<file path="config.mk">
export PLATFORM = sky130hd
export DESIGN_NAME = mouse_button_event_detector
export DESIGN_NICKNAME = d
export VERILOG_FILES = /design/src/mbed_pkg.sv /design/src/mouse_button_event_detector.sv /design/src/mbed_button_lane.sv /design/src/mbed_axis_lane.sv /design/src/mbed_merge.sv
export VERILOG_INCLUDE_DIRS = /design/src /design/src/src
export SDC_FILE = /design/constraint.sdc
export NUM_CORES = 1
export LEC_CHECK = 0
export BUFFER_PORTS_ARGS = -buffer_cell sky130_fd_sc_hd__buf_2
export CORE_UTILIZATION = 37
export DETAILED_ROUTE_END_ITERATION = 16
export GPL_TIMING_DRIVEN = 0
export MAX_ROUTING_LAYER = met4
export PLACE_DENSITY_LB_ADDON = 0.25
export SETUP_SLACK_MARGIN = 0.2
export SLEW_MARGIN = 20
export SYNTH_ARGS = -nofsm -noshare
export SYNTH_HDL_FRONTEND = slang
export SYNTH_SLANG_ARGS = --single-unit
</file>
<file path="constraint.sdc">
create_clock -name aclk -period 5.25 [get_ports aclk]
set_input_delay 0.7875 -clock aclk [delete_from_list [all_inputs] [get_ports aclk]]
set_output_delay 0.7875 -clock aclk [all_outputs]
set_load 0.01 [all_outputs]
</file>
<file path="src/assert_macros.svh">
// Assertion shorthands, clocked on aclk and disabled during reset.
`ifndef ASSERT_MACROS_SVH
`define ASSERT_MACROS_SVH

`define CHK_ALWAYS(lbl, cond, msg) \
    lbl: assert property (@(posedge aclk) disable iff (!aresetn) (cond)) \
        else $error(msg);

`define CHK_IMPLY(lbl, ante, cons, msg) \
    lbl: assert property (@(posedge aclk) disable iff (!aresetn) (ante) |-> (cons)) \
        else $error(msg);

`define CHK_IMPLY_NEXT(lbl, ante, cons, msg) \
    lbl: assert property (@(posedge aclk) disable iff (!aresetn) (ante) |=> (cons)) \
        else $error(msg);

`endif

</file>
<file path="src/mbed_pkg.sv">
package mbed_pkg;

    localparam int NUM_BUTTONS = 5;
    localparam int NUM_AXES    = 3;
    localparam int AXIS_WIDTH  = 16;

    localparam int BTN_FIELD_W  = 5;
    localparam int ELAPSED_W    = 16;
    localparam int AXIS_FIELDS  = 3;
    localparam int AXIS_FIELD_W = 16;
    localparam int MASK_W       = 5;
    localparam int INTERVAL_W   = 16;
    localparam int TIMER_W      = 32;
    localparam int CFG_ADDR_W   = 4;
    localparam int CFG_DATA_W   = 16;

    localparam int KIND_W    = 3;
    localparam int BTN_IDX_W = 3;
    localparam int AXI_IDX_W = 2;

    localparam int IN_RAW_W = BTN_FIELD_W + ELAPSED_W + AXIS_FIELDS * AXIS_FIELD_W;
    localparam int IN_W     = ((IN_RAW_W + 7) / 8) * 8;
    localparam int OUT_RAW_W = BTN_IDX_W + AXI_IDX_W + AXIS_WIDTH;
    localparam int OUT_W     = ((OUT_RAW_W + 7) / 8) * 8;

    localparam int REM_W        = $clog2(NUM_BUTTONS + 1);
    localparam int EV_PER_BTN   = 4;
    localparam int BTN_SLOTS    = NUM_BUTTONS * EV_PER_BTN;
    localparam int SLOTS        = BTN_SLOTS + NUM_AXES;
    localparam int SLOT_W       = $clog2(SLOTS);
    localparam int AXIS_SEL_W   = (NUM_AXES > 1) ? $clog2(NUM_AXES) : 1;

    localparam logic [CFG_ADDR_W-1:0] REG_LISTEN_MASK = 4'd0;
    localparam logic [CFG_ADDR_W-1:0] REG_INTERVAL    = 4'd1;
    localparam logic [INTERVAL_W-1:0] INTERVAL_RESET  = 16'd700;

    localparam int LM_DOWN   = 0;
    localparam int LM_CLICK  = 1;
    localparam int LM_DOUBLE = 2;
    localparam int LM_UP     = 3;
    localparam int LM_MOVE   = 4;

    localparam logic [1:0] SLOT_DOWN   = 2'd0;
    localparam logic [1:0] SLOT_CLICK  = 2'd1;
    localparam logic [1:0] SLOT_DOUBLE = 2'd2;
    localparam logic [1:0] SLOT_UP     = 2'd3;

    typedef enum logic [KIND_W-1:0] {
        EV_DOWN   = 3'd0,
        EV_CLICK  = 3'd1,
        EV_DOUBLE = 3'd2,
        EV_UP     = 3'd3,
        EV_MOVE   = 3'd4,
        EV_NONE   = 3'd5
    } mbed_kind_t;

    // per-button findings; low four bits are the event slots in emit order
    typedef struct packed {
        logic press;
        logic up;
        logic dbl;
        logic click;
        logic down;
    } mbed_lane_t;

    typedef struct packed {
        logic busy;
        logic ready;
    } mbed_merge_stat_t;

endpackage

</file>
<file path="src/mouse_button_event_detector.sv">
// Mouse button event detector. Each s_ beat is one poll: pressed buttons,
// ticks elapsed and three axis samples. Buttons are checked side by side in
// one lane each (down, click, double click, up) and axes in one lane each
// (move); the poll's events then leave on m_ one beat per cycle while m_tready
// does not stall them, the event kind on m_tuser, buttons 0 to 4 and then axes
// x, y, z, with m_tlast on the final beat. A poll with no event gives a single
// "no event" beat. A poll gives as many beats as it has events, 1 to 14 (only
// the first press of a poll can be a double click), all from the single output
// serializer; the next poll is taken in the cycle its predecessor's final beat
// is produced, so polls stream without gaps. Registers: index 0 listen mask,
// index 1 double-click window in ticks (reset 700).
`include "assert_macros.svh"

module mouse_button_event_detector import mbed_pkg::*; (
    input  logic                  aclk,
    input  logic                  aresetn,
    input  logic                  cfg_wr_en,
    input  logic [CFG_ADDR_W-1:0] cfg_addr,
    input  logic [CFG_DATA_W-1:0] cfg_wdata,
    input  logic                  s_tvalid,
    output logic                  s_tready,
    // buttons_pressed, elapsed_ticks, axis_x, axis_y, axis_z, zero pad
    input  logic [IN_W-1:0]       s_tdata,
    output logic                  m_tvalid,
    input  logic                  m_tready,
    // button_index, axis_index, axis_value, zero pad
    output logic [OUT_W-1:0]      m_tdata,
    // event_kind
    output logic [KIND_W-1:0]     m_tuser,
    output logic                  m_tlast
);

    logic [MASK_W-1:0]     mask_reg;
    logic [INTERVAL_W-1:0] interval_reg;

    logic [NUM_BUTTONS-1:0]              prev_btn_reg;
    logic [NUM_AXES-1:0][AXIS_WIDTH-1:0] prev_axes_reg;
    logic [REM_W-1:0]                    rem_reg, rem_next;
    logic [TIMER_W-1:0]                  timer_reg, timer_next;

    logic                         s_acc;
    logic [BTN_FIELD_W-1:0]       btn_field;
    logic [ELAPSED_W-1:0]         elapsed;
    logic [NUM_BUTTONS-1:0]       now_btn;
    logic signed [NUM_AXES-1:0][AXIS_WIDTH-1:0] now_axes;

    logic [TIMER_W:0]       timer_sum;
    logic [TIMER_W-1:0]     timer_sat;
    logic [TIMER_W-1:0]     timer_mid;
    logic                   timer_ok;

    mbed_lane_t             lane [NUM_BUTTONS];
    logic [NUM_BUTTONS-1:0] press_vec;
    logic [NUM_BUTTONS-1:0] dbl_vec;
    logic [NUM_BUTTONS:0]   lower_any;
    logic [NUM_BUTTONS:1]   higher_any;
    logic [NUM_BUTTONS-1:0] is_last;
    logic [REM_W-1:0]       last_code;
    logic                   any_press;
    logic [NUM_AXES-1:0]    moved;
    logic [SLOTS-1:0]       ev_bits;

    mbed_merge_stat_t       mstat;

    assign s_acc     = s_tvalid && s_tready;
    assign s_tready  = mstat.ready;
    assign btn_field = s_tdata[BTN_FIELD_W-1:0];
    assign elapsed   = s_tdata[BTN_FIELD_W +: ELAPSED_W];

    always_ff @(posedge aclk) begin
        if (!aresetn) begin
            mask_reg     <= '0;
            interval_reg <= INTERVAL_RESET;
        end else if (cfg_wr_en) begin
            case (cfg_addr)
                REG_LISTEN_MASK: mask_reg     <= cfg_wdata[MASK_W-1:0];
                REG_INTERVAL:    interval_reg <= cfg_wdata[INTERVAL_W-1:0];
                default: ;
            endcase
        end
    end

    assign timer_sum = {1'b0, timer_reg} + (TIMER_W + 1)'(elapsed);
    assign timer_sat = timer_sum[TIMER_W] ? '1 : timer_sum[TIMER_W-1:0];
    assign timer_ok  = timer_sat < TIMER_W'(interval_reg);

    for (genvar b = 0; b < NUM_BUTTONS; b++) begin : g_btn
        if (b < BTN_FIELD_W) begin : g_in
            assign now_btn[b] = btn_field[b];
        end else begin : g_zero
            assign now_btn[b] = 1'b0;
        end

        mbed_button_lane u_lane (
            .was_pressed (prev_btn_reg[b]),
            .is_pressed  (now_btn[b]),
            .listen_mask (mask_reg),
            .rem_hit     (rem_reg == REM_W'(b + 1)),
            .timer_ok    (timer_ok),
            .lower_press (lower_any[b]),
            .lane        (lane[b])
        );

        assign press_vec[b] = lane[b].press;
        assign dbl_vec[b]   = lane[b].dbl;
        assign ev_bits[b*EV_PER_BTN +: EV_PER_BTN] =
            {lane[b].up, lane[b].dbl, lane[b].click, lane[b].down};
    end

    always_comb begin
        lower_any[0] = 1'b0;
        for (int b = 0; b < NUM_BUTTONS; b++) begin
            lower_any[b+1] = lower_any[b] | press_vec[b];
        end
        higher_any[NUM_BUTTONS] = 1'b0;
        for (int b = NUM_BUTTONS - 1; b >= 1; b--) begin
            higher_any[b] = higher_any[b+1] | press_vec[b];
        end
    end

    always_comb begin
        last_code = '0;
        for (int b = 0; b < NUM_BUTTONS; b++) begin
            is_last[b] = press_vec[b] && !higher_any[b+1];
            if (is_last[b]) begin
                last_code = last_code | REM_W'(b + 1);
            end
        end
    end

    assign any_press = lower_any[NUM_BUTTONS];

    // window expiry applies after the presses of this poll
    always_comb begin
        rem_next  = rem_reg;
        timer_mid = timer_sat;
        if (any_press) begin
            rem_next  = ((is_last & dbl_vec) != '0) ? '0 : last_code;
            timer_mid = '0;
        end
        timer_next = timer_mid;
        if (timer_mid >= TIMER_W'(interval_reg)) begin
            rem_next   = '0;
            timer_next = '0;
        end
    end

    for (genvar a = 0; a < NUM_AXES; a++) begin : g_axis
        if (a < AXIS_FIELDS) begin : g_in
            assign now_axes[a] = AXIS_WIDTH'($signed(
                s_tdata[BTN_FIELD_W + ELAPSED_W + a*AXIS_FIELD_W +: AXIS_FIELD_W]));
        end else begin : g_zero
            assign now_axes[a] = '0;
        end

        mbed_axis_lane u_lane (
            .move_en   (mask_reg[LM_MOVE]),
            .axis_now  (now_axes[a]),
            .axis_prev (prev_axes_reg[a]),
            .moved     (moved[a])
        );

        assign ev_bits[BTN_SLOTS + a] = moved[a];
    end

    always_ff @(posedge aclk) begin
        if (!aresetn) begin
            prev_btn_reg  <= '0;
            prev_axes_reg <= '0;
            rem_reg       <= '0;
            timer_reg     <= '0;
        end else if (s_acc) begin
            prev_btn_reg  <= now_btn;
            prev_axes_reg <= now_axes;
            rem_reg       <= rem_next;
            timer_reg     <= timer_next;
        end
    end

    mbed_merge u_merge (
        .aclk      (aclk),
        .aresetn   (aresetn),
        .load      (s_acc),
        .load_bits (ev_bits),
        .load_axes (now_axes),
        .stat      (mstat),
        .m_tvalid  (m_tvalid),
        .m_tready  (m_tready),
        .m_tdata   (m_tdata),
        .m_tuser   (m_tuser),
        .m_tlast   (m_tlast)
    );

    `CHK_IMPLY_NEXT(a_load_busy, s_acc, mstat.busy, "accepted poll not held by serializer")
    `CHK_ALWAYS(a_rem_range, rem_reg <= REM_W'(NUM_BUTTONS), "remembered button out of range")
    `CHK_IMPLY(a_none_last, m_tvalid && (m_tuser == EV_NONE), m_tlast,
        "no-event beat without tlast")

endmodule

</file>
<file path="src/mbed_button_lane.sv">
module mbed_button_lane import mbed_pkg::*; (
    input  logic              was_pressed,
    input  logic              is_pressed,
    input  logic [MASK_W-1:0] listen_mask,
    input  logic              rem_hit,
    input  logic              timer_ok,
    input  logic              lower_press,
    output mbed_lane_t        lane
);

    logic press;
    logic release_edge;

    assign press        = is_pressed && !was_pressed;
    assign release_edge = was_pressed && !is_pressed;

    // only the lowest pressed button of a poll sees the running timer
    always_comb begin
        lane.press = press;
        lane.down  = press && listen_mask[LM_DOWN];
        lane.click = press && listen_mask[LM_CLICK];
        lane.dbl   = press && listen_mask[LM_DOUBLE] && rem_hit && timer_ok && !lower_press;
        lane.up    = release_edge && listen_mask[LM_UP];
    end

endmodule

</file>
<file path="src/mbed_axis_lane.sv">
module mbed_axis_lane import mbed_pkg::*; (
    input  logic                         move_en,
    input  logic signed [AXIS_WIDTH-1:0] axis_now,
    input  logic signed [AXIS_WIDTH-1:0] axis_prev,
    output logic                         moved
);

    assign moved = move_en && (axis_now != axis_prev);

endmodule

</file>
<file path="src/mbed_merge.sv">
module mbed_merge import mbed_pkg::*; (
    input  logic                                     aclk,
    input  logic                                     aresetn,
    input  logic                                     load,
    input  logic [SLOTS-1:0]                         load_bits,
    input  logic signed [NUM_AXES-1:0][AXIS_WIDTH-1:0] load_axes,
    output mbed_merge_stat_t                         stat,
    output logic                                     m_tvalid,
    input  logic                                     m_tready,
    output logic [OUT_W-1:0]                         m_tdata,
    output logic [KIND_W-1:0]                        m_tuser,
    output logic                                     m_tlast
);

    logic                              slot_valid_reg;
    logic [SLOTS-1:0]                  bits_reg;
    logic [NUM_AXES-1:0][AXIS_WIDTH-1:0] axes_reg;

    logic                    m_valid_reg;
    mbed_kind_t              kind_reg, kind_next;
    logic [BTN_IDX_W-1:0]    btn_reg, btn_next;
    logic [AXI_IDX_W-1:0]    axi_reg, axi_next;
    logic [AXIS_WIDTH-1:0]   val_reg, val_next;
    logic                    last_reg;

    logic                  out_free;
    logic                  emit;
    logic [SLOTS-1:0]      onehot;
    logic [SLOTS-1:0]      rest;
    logic [SLOT_W-1:0]     idx;
    logic [AXIS_SEL_W-1:0] asel;

    assign out_free = !m_valid_reg || m_tready;
    assign emit     = slot_valid_reg && out_free;
    assign onehot   = bits_reg & (~bits_reg + SLOTS'(1));
    assign rest     = bits_reg & ~onehot;

    always_comb begin
        idx = '0;
        for (int i = 0; i < SLOTS; i++) begin
            if (onehot[i]) begin
                idx = idx | SLOT_W'(i);
            end
        end
    end

    assign asel = AXIS_SEL_W'(idx - SLOT_W'(BTN_SLOTS));

    always_comb begin
        kind_next = EV_NONE;
        btn_next  = '0;
        axi_next  = '0;
        val_next  = '0;
        if (bits_reg != '0) begin
            if (idx < SLOT_W'(BTN_SLOTS)) begin
                btn_next = BTN_IDX_W'(idx >> 2);
                case (idx[1:0])
                    SLOT_DOWN:   kind_next = EV_DOWN;
                    SLOT_CLICK:  kind_next = EV_CLICK;
                    SLOT_DOUBLE: kind_next = EV_DOUBLE;
                    SLOT_UP:     kind_next = EV_UP;
                    default:     kind_next = EV_NONE;
                endcase
            end else begin
                kind_next = EV_MOVE;
                axi_next  = AXI_IDX_W'(asel);
                val_next  = axes_reg[asel];
            end
        end
    end

    assign stat.busy  = slot_valid_reg;
    assign stat.ready = !slot_valid_reg || (emit && rest == '0);

    always_ff @(posedge aclk) begin
        if (!aresetn) begin
            slot_valid_reg <= 1'b0;
        end else if (load) begin
            slot_valid_reg <= 1'b1;
        end else if (emit && rest == '0) begin
            slot_valid_reg <= 1'b0;
        end
    end

    always_ff @(posedge aclk) begin
        if (load) begin
            bits_reg <= load_bits;
            axes_reg <= load_axes;
        end else if (emit) begin
            bits_reg <= rest;
        end
    end

    always_ff @(posedge aclk) begin
        if (!aresetn) begin
            m_valid_reg <= 1'b0;
        end else if (out_free) begin
            m_valid_reg <= emit;
        end
    end

    always_ff @(posedge aclk) begin
        if (emit) begin
            kind_reg <= kind_next;
            btn_reg  <= btn_next;
            axi_reg  <= axi_next;
            val_reg  <= val_next;
            last_reg <= (rest == '0);
        end
    end

    assign m_tvalid = m_valid_reg;
    assign m_tdata  = OUT_W'({val_reg, axi_reg, btn_reg});
    assign m_tuser  = kind_reg;
    assign m_tlast  = last_reg;

endmodule
</file>
==> results.json, run 1 <==
{
  "yosysMostFrequentCell": "nand2_1",
  "use_met2_pct": 33.6,
  "synth_top_area_cell": "edfxtp_1",
  "core_um2": 30000,
  "via_per_inst": 5.44,
  "finalHoldViolations": 0,
  "path_class": "input port to flop",
  "syn2layout_area_growth_pct": 17.6,
  "grtUsageMet1_pct": 30.6,
  "syn_area_per_cell_um2": 9.21,
  "wl_per_cell_um": 18.3,
  "drv_cap": 0,
  "slew_headroom_pct": 49.4,
  "synth_seq_area_share_pct": 44.6,
  "synth_edf_count": 96,
  "outcome": "finished clean",
  "numCtsBuffers": 25,
  "cts_max_path_buffers": 3,
  "fin_hold_ws_ns": 0.459,
  "synthCells": 1242,
  "dp.cells": 1753,
  "grt_pass1_wl_mm": 52.2,
  "tns_ns": 0,
  "synth_seq_cells": 207,
  "final_cells": 1801,
  "seqCellArea_um2": 5100,
  "pin_count": 127,
  "vias": 9793,
  "clock.fmax_mhz": 207,
  "ant_nets": 0,
  "cts_tree": "yes",
  "final_cell_area_um2": 13400,
  "grt_use_total_pct": 21.8,
  "first_pass_iters": 5,
  "yosys_warnings": 0,
  "rows": 63,
  "use_met3_pct": 2.21,
  "p_leak_nw": 5.31,
  "r2r_slack_ns": 0.50,
  "setup_violations": 0,
  "synthTopCellsByCount": "nand2_1, dfxtp_1, edfxtp_1, nor2_1, xor2_1",
  "worstPathMaxFanout": 10,
  "routabilityCongestion": 0.904,
  "syn_area_um2": 11400,
  "holdBufCountCts": 0,
  "port_buffers": 119,
  "ctsRootBufferMaster": "clkbuf_16",
  "start_kind": "input port",
  "fin_crit_ns": 4.84,
  "clk_pin_slew_ns": 0.06,
  "totalWireLength_mm": 32.9,
  "die_h_um": 178,
  "antenna_found_initial": 2,
  "place_area_um2": 12600,
  "dieArea_um2": 31600,
  "worstSetupEndpointType": "flop",
  "peakVddDrop_mv": 0.270,
  "place_hpwl_mm": 25.1,
  "grt_overflow_total": 0,
  "cts_sinks": 207,
  "tightest_slew_ns": 0.753,
  "hp-class": "flop to flop",
  "final.period_utilization_pct": 92.1,
  "grt_max_degree": 58,
  "n_fill_cell": 2937,
  "synthTopCellsByArea": "edfxtp_1, dfxtp_1, nand2_1",
  "fin_util_pct": 44.8,
  "top_usage_layer": "met2",
  "cp.required_ns": 5.61,
  "async_reset_ff_share_pct": 0,
  "clk_latency_ns": 0.53,
  "synth_flop_cell": "dfxtp_1",
  "drc": 0,
  "rsz0062_at_grt": "no",
  "synth_top_cell_area_share_pct": 25.2,
  "slew_violations": 0,
  "die_w_um": 178,
  "synth.distinct_cells": 83,
  "htree_levels": 1,
  "worstPathArrival_ns": 5.19,
  "fin_worst_skew_ns": 0.0216,
  "drt_iter0_drc": 882,
  "multiInputGateArea_um2": 5910,
  "powerDensity_nw_per_um2": 309,
  "final_nets": 1536,
  "layout-drive-gt1-share_pct": 15.8,
  "initial_core_util_pct": 38.1,
  "grt_pass1_vias": 9568
}
==> routing by layer <==
metal,share of wire (%),vias up
li1,-,4808
met1,48,4666
met2,44,268
met3,5.2,51
met4,2.5,0
met5,0,-
==> worst max-delay path: stages <==
cell	delay, ns
buf_2	0.13
ha_1	0.25
fa_1	0.44
a211oi_2	0.29
o211ai_1	0.20
nand3_2	0.20
and2_1	0.22
nor2_4	0.09
buf_2	0.22
nor2_2	0.20
inv_1	0.07
ha_1	0.29
a21o_1	0.17
a21o_1	0.17
a211oi_1	0.27
o211ai_1	0.14
a21oi_1	0.25
and4_1	0.22
clkbuf_1	0.27
nand3_1	0.18
o31ai_1	0.12
==> cell type report <==
class,count,area share (%)
multi-input combinational,927,43.9
antenna,1,0.0186
tap,390,3.63
clock inverter,20,1.65
timing repair buffer,120,4.48
sequential,207,38.0
inverter,46,1.28
buffer,64,2.36
clock buffer,26,4.68
==> through the flow <==
stage	power (W)	setup WS [ns]
after global placement	0.00237	-0.753
final	0.00415	0.414
after detailed placement	0.00238	-0.702
after floorplan	0.00219	0.754
after global routing	0.00432	0.200
after CTS	0.00419	0.251
==> layout by cell type, fill, tap and decap left out, types with 19 or more instances in the layout <==
master	synthesis	routed
a21boi_0	20	20
ha_1	47	47
dfxtp_1	111	111
nand2_1	220	220
inv_1	45	45
nor2_1	69	65
a21oi_1	56	55
nand4_1	24	24
nor3_1	19	19
o21ai_0	49	49
buf_2	10	129
clkbuf_1	40	39
nand3_1	43	42
clkbuf_16	0	25
a21boi_1	46	46
edfxtp_1	96	96
xor2_1	57	57
==> cells by family after synthesis <==
logic type | after synthesis | share of synthesized area [%]
flops | 207 | 44.6
simple gates | 495 | 21.4
compound gates | 302 | 18.2
buf+inv | 110 | 4.22
xor+xnor | 63 | 4.83
fa+ha+maj | 51 | 5.59
other cells | 1 | 0.0328
mux | 13 | 1.16
==> report_power, final <==
part | switching, W | internal [W]
logic | 0.000316 | 0.000189
clock network | 0.000725 | 0.00107
registers | 0.0000624 | 0.00178
==> timing repair <==
item / in CTS / in global routing
pin swaps: 0 / 1
resized for setup: 6 / 10
buffers inserted: 0 / 1
endpoints found under the setup margin: 32 / 26
==> worst paths after layout <==
kind                                    from                        endpoint  depth (start not counted)
setup / recovery                  s_tdata[5]  u_merge.bits_reg[18]$_DFFE_PP_                         21
hold reg to reg   timer_reg[15]$_SDFFE_PN0P_      timer_reg[15]$_SDFFE_PN0P_                          2
hold / removal    timer_reg[15]$_SDFFE_PN0P_      timer_reg[15]$_SDFFE_PN0P_                          2
setup reg to reg   timer_reg[7]$_SDFFE_PN0P_      timer_reg[11]$_SDFFE_PN0P_                         19
Note: power is estimated with default switching activity, not from simulation.
==> run 2, diff against run 1 <==
--- a/config.mk
+++ b/config.mk
@@ -7,6 +7,8 @@
 export NUM_CORES = 1
 export LEC_CHECK = 0
 export BUFFER_PORTS_ARGS = -buffer_cell sky130_fd_sc_hd__buf_2
+export CELL_PAD_IN_SITES_DETAIL_PLACEMENT = 0
+export CELL_PAD_IN_SITES_GLOBAL_PLACEMENT = 1
 export CORE_UTILIZATION = 37
 export DETAILED_ROUTE_END_ITERATION = 16
 export GPL_TIMING_DRIVEN = 0
==> run 2 against run 1 <==
Sequential power hardly changed. Via count down 1.7%. Clock skew down 0.0099 ns. Critical endpoint unchanged. Highest routed layer unchanged.
==> results.json, run 2 (same netlist as run 1, synthesis figures left out) <==
{
  "grt_pass1_wl_mm": 51.5,
  "r2r_slack_ns": 0.59,
  "wl_met1_mm": 16.0,
  "setup_violations": 0,
  "drv_cap": 0,
  "ant_nets": 0,
  "cts_max_path_buffers": 3,
  "antenna_found_initial": 0,
  "p_leak_nw": 5.32,
  "grt_overflow_total": 0,
  "slew_violations": 0,
  "dieArea_um2": 31600,
  "clock.fmax_mhz": 211,
  "final.period_utilization_pct": 90.4,
  "r2r-start": "timer_reg[0]$_SDFFE_PN0P_",
  "cpPeakStageDelay_ns": 0.44,
  "first_pass_iters": 6,
  "finalHoldViolations": 0,
  "cts_tree": "yes",
  "syn2layout_area_growth_pct": 17.5,
  "hp-class": "flop to flop",
  "routabilityCongestion": 0.898,
  "die_w_um": 178,
  "critPathTopFamily": "compound AO/OA/AOI/OAI gates",
  "fin_worst_skew_ns": 0.0116,
  "start_kind": "input port",
  "slowest_stage": "fa_1",
  "clk_pin_slew_ns": 0.06,
  "rr_worst_depth": 20,
  "diodes": 0,
  "htree_levels": 1,
  "slew_headroom_pct": 46.9,
  "fin_util_pct": 44.7,
  "routed.top_layer": "met4",
  "layout-drive-gt1-share_pct": 15.8,
  "min_to": "timer_reg[15]$_SDFFE_PN0P_",
  "path_class": "input port to flop",
  "dp_worst_setup_slack_ns": -0.778,
  "crit_buf_inv": 4,
  "place_hpwl_mm": 24.9,
  "via_per_inst": 5.35,
  "cts_sinks": 207,
  "cp_cell_sequence": "buf_2 > ha_1 > fa_1 > a211oi_2 > o211ai_1 > nand3_2 > and2_1 > nor2_4 > clkbuf_4 > nor2_1 > inv_1 > ha_1 > a21o_1 > a21o_1 > a211oi_1 > o211ai_1 > a21oi_1 > and4_1 > clkbuf_2 > nand3_1 > o31ai_1",
  "hp-start": "timer_reg[15]$_SDFFE_PN0P_",
  "hold_depth": 2,
  "drc": 0,
  "fin_crit_ns": 4.75,
  "crit_start": "s_tdata[5]",
  "n_fill_cell": 2969,
  "powerDensity_nw_per_um2": 306,
  "ctsRootBufferMaster": "clkbuf_16",
  "rsz0062_at_grt": "no",
  "timing.final.ws_setup_ns": 0.502,
  "initial_core_util_pct": 38.1,
  "peakVddDrop_mv": 0.204,
  "die_h_um": 178,
  "r2r_end": "u_merge.bits_reg[18]$_DFFE_PP_",
  "pin_count": 127,
  "final_common_cell": "nand2_1",
  "grt_pass1_vias": 9253,
  "rows": 63,
  "port_buffers": 119,
  "totalWireLength_mm": 32.6,
  "worstPathArrival_ns": 5.10,
  "met2_length_mm": 14.5,
  "clk_latency_ns": 0.52,
  "wl_per_cell_um": 18.2,
  "tightest_slew_ns": 0.797,
  "holdBufCountCts": 0,
  "vias": 9626,
  "grt_use_total_pct": 21.6,
  "final_cell_mix": "nand2_1, buf_2, dfxtp_1, edfxtp_1, nor2_1",
  "post-cts-setup-buffer-count": 0,
  "grt_max_degree": 58,
  "worstSetupEndpointType": "flop",
  "numCtsBuffers": 24,
  "outcome": "finished clean",
  "drt_iter0_drc": 688,
  "core_um2": 30000,
  "final_nets": 1535,
  "wl_met3_mm": 1.51,
  "cp.required_ns": 5.60,
  "worstPathMaxFanout": 10
}
[run 2: cell types whose count changed in the layout (fill, tap and decap cells not counted), sizes merged]
| cell | change |
|---|---|
| clkbuf | +8 |
| buf | -1 |
| clkinvlp | -6 |
| diode | -1 |
| bufinv | -1 |
| inv | -2 |
[run 2: through the flow]
| step | hold slack, ns | total power, W | setup TNS [ns] | instance area (um^2) | instances |
|---|---|---|---|---|---|
| floorplan | 0.429 | 0.00219 | 0 | 11400 | 1244 |
| global placement | 0.442 | 0.00238 | -19.89 | 12500 | 1753 |
| detailed placement | 0.451 | 0.00239 | -20.52 | 12600 | 1754 |
| CTS | 0.457 | 0.00414 | 0 | 13400 | 1798 |
| global route | 0.454 | 0.00428 | 0 | 13400 | 1798 |
| finish | 0.454 | 0.00410 | 0 | 13400 | 1798 |
[run 2: area by class of cell]
type,count,area [um^2],share of cell area (%)
Inverter,46,173,1.29
Multi-Input combinational cell,927,5910,44.0
Timing Repair Buffer,120,603,4.49
Sequential cell,207,5100,38.0
Clock buffer,33,676,5.03
Tap cell,390,488,3.63
Clock inverter,11,149,1.11
Buffer,64,323,2.40
[run 2: routing by layer]
metal / vias up / global-route usage (%)
met4: 0 / 4.81
met2: 239 / 33.6
met3: 44 / 2.46
met1: 4538 / 30.2
met5: - / -
li1: 4805 / -
[run 2: timing repair]
action	CTS	global route
endpoints found under the setup margin	32	32
pin swaps	0	0
gates resized for setup	3	18
[run 2: tightest hold or removal path, cell delays in order, from the launching register on]
cell     delay [ns]
dfxtp_1        0.31
nand2_1        0.05
o21ai_1        0.05
[run 2: worst max-delay path by stage]
| stage | endpoint | slack, ns | cells past startpoint |
|---|---|---|---|
| 2_1_floorplan | timer_reg[27]$_SDFFE_PN0P_ | 0.75 | 20 |
| 3_3_place_gp | u_merge.bits_reg[18]$_DFFE_PP_ | -0.74 | 21 |
| 3_5_place_dp | u_merge.bits_reg[18]$_DFFE_PP_ | -0.78 | 21 |
| 4_1_cts | timer_reg[6]$_SDFFE_PN0P_ | 0.21 | 21 |
| 5_1_grt | u_merge.bits_reg[18]$_DFFE_PP_ | 0.23 | 21 |
| 6_report | u_merge.bits_reg[18]$_DFFE_PP_ | 0.50 | 21 |
[run 2: report_power, final]
| group | total [W] | internal (W) | switching (W) |
|---|---|---|---|
| registers | 0.00184 | 0.00178 | 0.0000604 |
| clock network | 0.00175 | 0.00105 | 0.000697 |
| logic | 0.000508 | 0.000189 | 0.000319 |
| total | 0.00410 | 0.00303 | 0.00108 |
==> run 3, diff against run 2 <==
--- a/config.mk
+++ b/config.mk
@@ -6,6 +6,7 @@
 export SDC_FILE = /design/constraint.sdc
 export NUM_CORES = 1
 export LEC_CHECK = 0
+export ABC_AREA = 1
 export BUFFER_PORTS_ARGS = -buffer_cell sky130_fd_sc_hd__buf_2
 export CELL_PAD_IN_SITES_DETAIL_PLACEMENT = 0
 export CELL_PAD_IN_SITES_GLOBAL_PLACEMENT = 1
==> run 3 against run 2 <==
Total power shrank 2.0%. Utilization shrank 0.97 points. Hold slack gained 0.0025 ns. Sequential power is essentially flat. Setup slack gained 0.28 ns. Non-clock buffer count shrank 16. First-iteration DRC count shrank 12%. Area after synthesis grew 0.34%. Critical path type unchanged. Critical endpoint is now rem_reg[0]$_SDFFE_PN0P_. Largest cell class unchanged.
==> results.json, run 3 <==
{
  "clk_latency_ns": 0.53,
  "wl_per_cell_um": 15.5,
  "die_w_um": 178,
  "clk_pin_slew_ns": 0.06,
  "initial_core_util_pct": 37.6,
  "pin_count": 127,
  "place_hpwl_mm": 24.9,
  "worstSetupEndpointType": "flop",
  "worstPathMaxFanout": 19,
  "r2r_slack_ns": 0.84,
  "fin_crit_ns": 4.47,
  "async_reset_ff_share_pct": 0,
  "cp.required_ns": 5.68,
  "numCtsBuffers": 25,
  "syn2layout_area_growth_pct": 16.3,
  "htree_levels": 1,
  "dieArea_um2": 31700,
  "worstPathArrival_ns": 4.89,
  "synth_top_area_cell": "edfxtp_1",
  "outcome": "finished clean",
  "rsz0062_at_grt": "no",
  "drt_iter0_drc": 604,
  "grt_overflow_total": 0,
  "final.period_utilization_pct": 85.1,
  "grt_pass1_vias": 9527,
  "layout-drive-gt1-share_pct": 14.2,
  "routabilityCongestion": 0.895,
  "ctsRootBufferMaster": "clkbuf_16",
  "clock.fmax_mhz": 224,
  "dp_worst_setup_slack_ns": -0.348,
  "peakVddDrop_mv": 0.215,
  "port_buffers": 119,
  "cts_max_path_buffers": 3,
  "tns_ns": 0,
  "place_area_um2": 12600,
  "p_leak_nw": 5.88,
  "timing.final.ws_setup_ns": 0.783,
  "cts_sinks": 207,
  "syn_area_um2": 11500,
  "synth_top_cell_area_share_pct": 25.1,
  "hp-class": "input port to flop",
  "fin_hold_ws_ns": 0.456,
  "tightest_slew_ns": 0.879,
  "synthTopCellsByCount": "nand2_1, inv_1, nor2_1, dfxtp_1, a21oi_1",
  "start_kind": "input port",
  "fin_worst_skew_ns": 0.0132,
  "grt_pass1_wl_mm": 50.3,
  "slew_violations": 0,
  "core_um2": 30500,
  "slew_headroom_pct": 41.3,
  "synthTopCellsByArea": "edfxtp_1, dfxtp_1, nand2_1",
  "final_common_cell": "nand2_1",
  "totalWireLength_mm": 31.7,
  "final_cells": 2045,
  "slowest_stage": "fa_1",
  "synth_flop_cell": "dfxtp_1",
  "rows": 64,
  "cts_tree": "yes",
  "n_fill_cell": 3070,
  "final_cell_mix": "nand2_1, inv_1, nor2_1, buf_2, dfxtp_1",
  "holdBufCountCts": 0,
  "final_cell_area_um2": 13300,
  "synth.distinct_cells": 52,
  "via_per_inst": 4.86,
  "yosys_warnings": 0,
  "synthCells": 1483,
  "ant_nets": 0,
  "post-cts-setup-buffer-count": 0,
  "final_nets": 1776,
  "finalHoldViolations": 0,
  "synth_seq_cells": 207,
  "cpMostUsedCell": "nand2_1",
  "drv_cap": 0,
  "path_class": "input port to flop",
  "diodes": 0,
  "syn_area_per_cell_um2": 7.74,
  "vias": 9940,
  "setup_violations": 0,
  "grt_max_degree": 58,
  "synth_edf_count": 96,
  "powerDensity_nw_per_um2": 301,
  "first_pass_iters": 5,
  "synth_seq_area_share_pct": 44.5,
  "antenna_found_initial": 0,
  "grt_use_total_pct": 21.0,
  "cpPeakStageDelay_ns": 0.42,
  "drc": 0,
  "yosysMostFrequentCell": "nand2_1",
  "dp.cells": 2001,
  "die_h_um": 178
}
## run 3: worst max-delay path, delay by kind of cell
family	cells	cell delay, ns
AOI/OAI and AO/OA	3	0.42
adders and majority gates	3	0.95
buffers and inverters	4	0.69
and+or+nand+nor	19	2.03
## run 3: worst paths after layout
check | cells after the start | end | start
max | 29 | rem_reg[0]$_SDFFE_PN0P_ | s_tdata[5]
min | 1 | u_merge.axes_reg[47]$_DFFE_PP_ | s_tdata[68]
max reg2reg | 28 | rem_reg[0]$_SDFFE_PN0P_ | timer_reg[0]$_SDFFE_PN0P_
min reg2reg | 2 | mask_reg[0]$_SDFFE_PN0P_ | mask_reg[0]$_SDFFE_PN0P_
## run 3: kinds of logic (layout without fill, tap and decap cells)
family / after synthesis / after routing / share of synthesized area [%]
flops: 207 / 207 / 44.5
other cells: 1 / 3 / 0.0327
buf+inv: 247 / 411 / 8.94
compound gates: 271 / 271 / 13.1
simple gates: 681 / 681 / 26.0
fa+ha+maj: 48 / 48 / 5.30
xor+xnor: 28 / 28 / 2.14
## run 3: metrics by stage
stage	total power (W)	utilization, %
after floorplan	0.00222	-
after global placement	0.00241	41.2
after detailed placement	0.00242	41.3
after CTS	0.00406	43.8
after global routing	0.00420	43.8
final	0.00402	43.8
## run 3: where the power goes
part           switching, W  internal, W
sequential        0.0000502      0.00179
clock              0.000690     0.000951
combinational      0.000352     0.000187
## run 3: layout make-up
class,instances,area (um^2),share of cell area [%]
buffer,48,279,2.09
clock buffer,37,681,5.10
clock inverter,8,81.3,0.609
inverter,198,744,5.58
multi-input combinational,1031,5360,40.1
sequential,207,5100,38.2
tap,396,495,3.71
timing repair buffer,120,607,4.55
## run 3: routing by layer
layer | vias up | GRT usage, % | wire, um
met1 | 4505 | 27.5 | 15200
met3 | 34 | 2.11 | 1280
met5 | - | - | 0
li1 | 5219 | - | -
met4 | 0 | 4.24 | 493
met2 | 182 | 35.0 | 14700
## run 3: what timing repair did
item | CTS | global route
endpoints found under the hold margin | 0 | 0
endpoints found under the setup margin | 3 | 15
resized for setup | 1 | 1
cloned | 0 | 0
pin swaps | 0 | 0
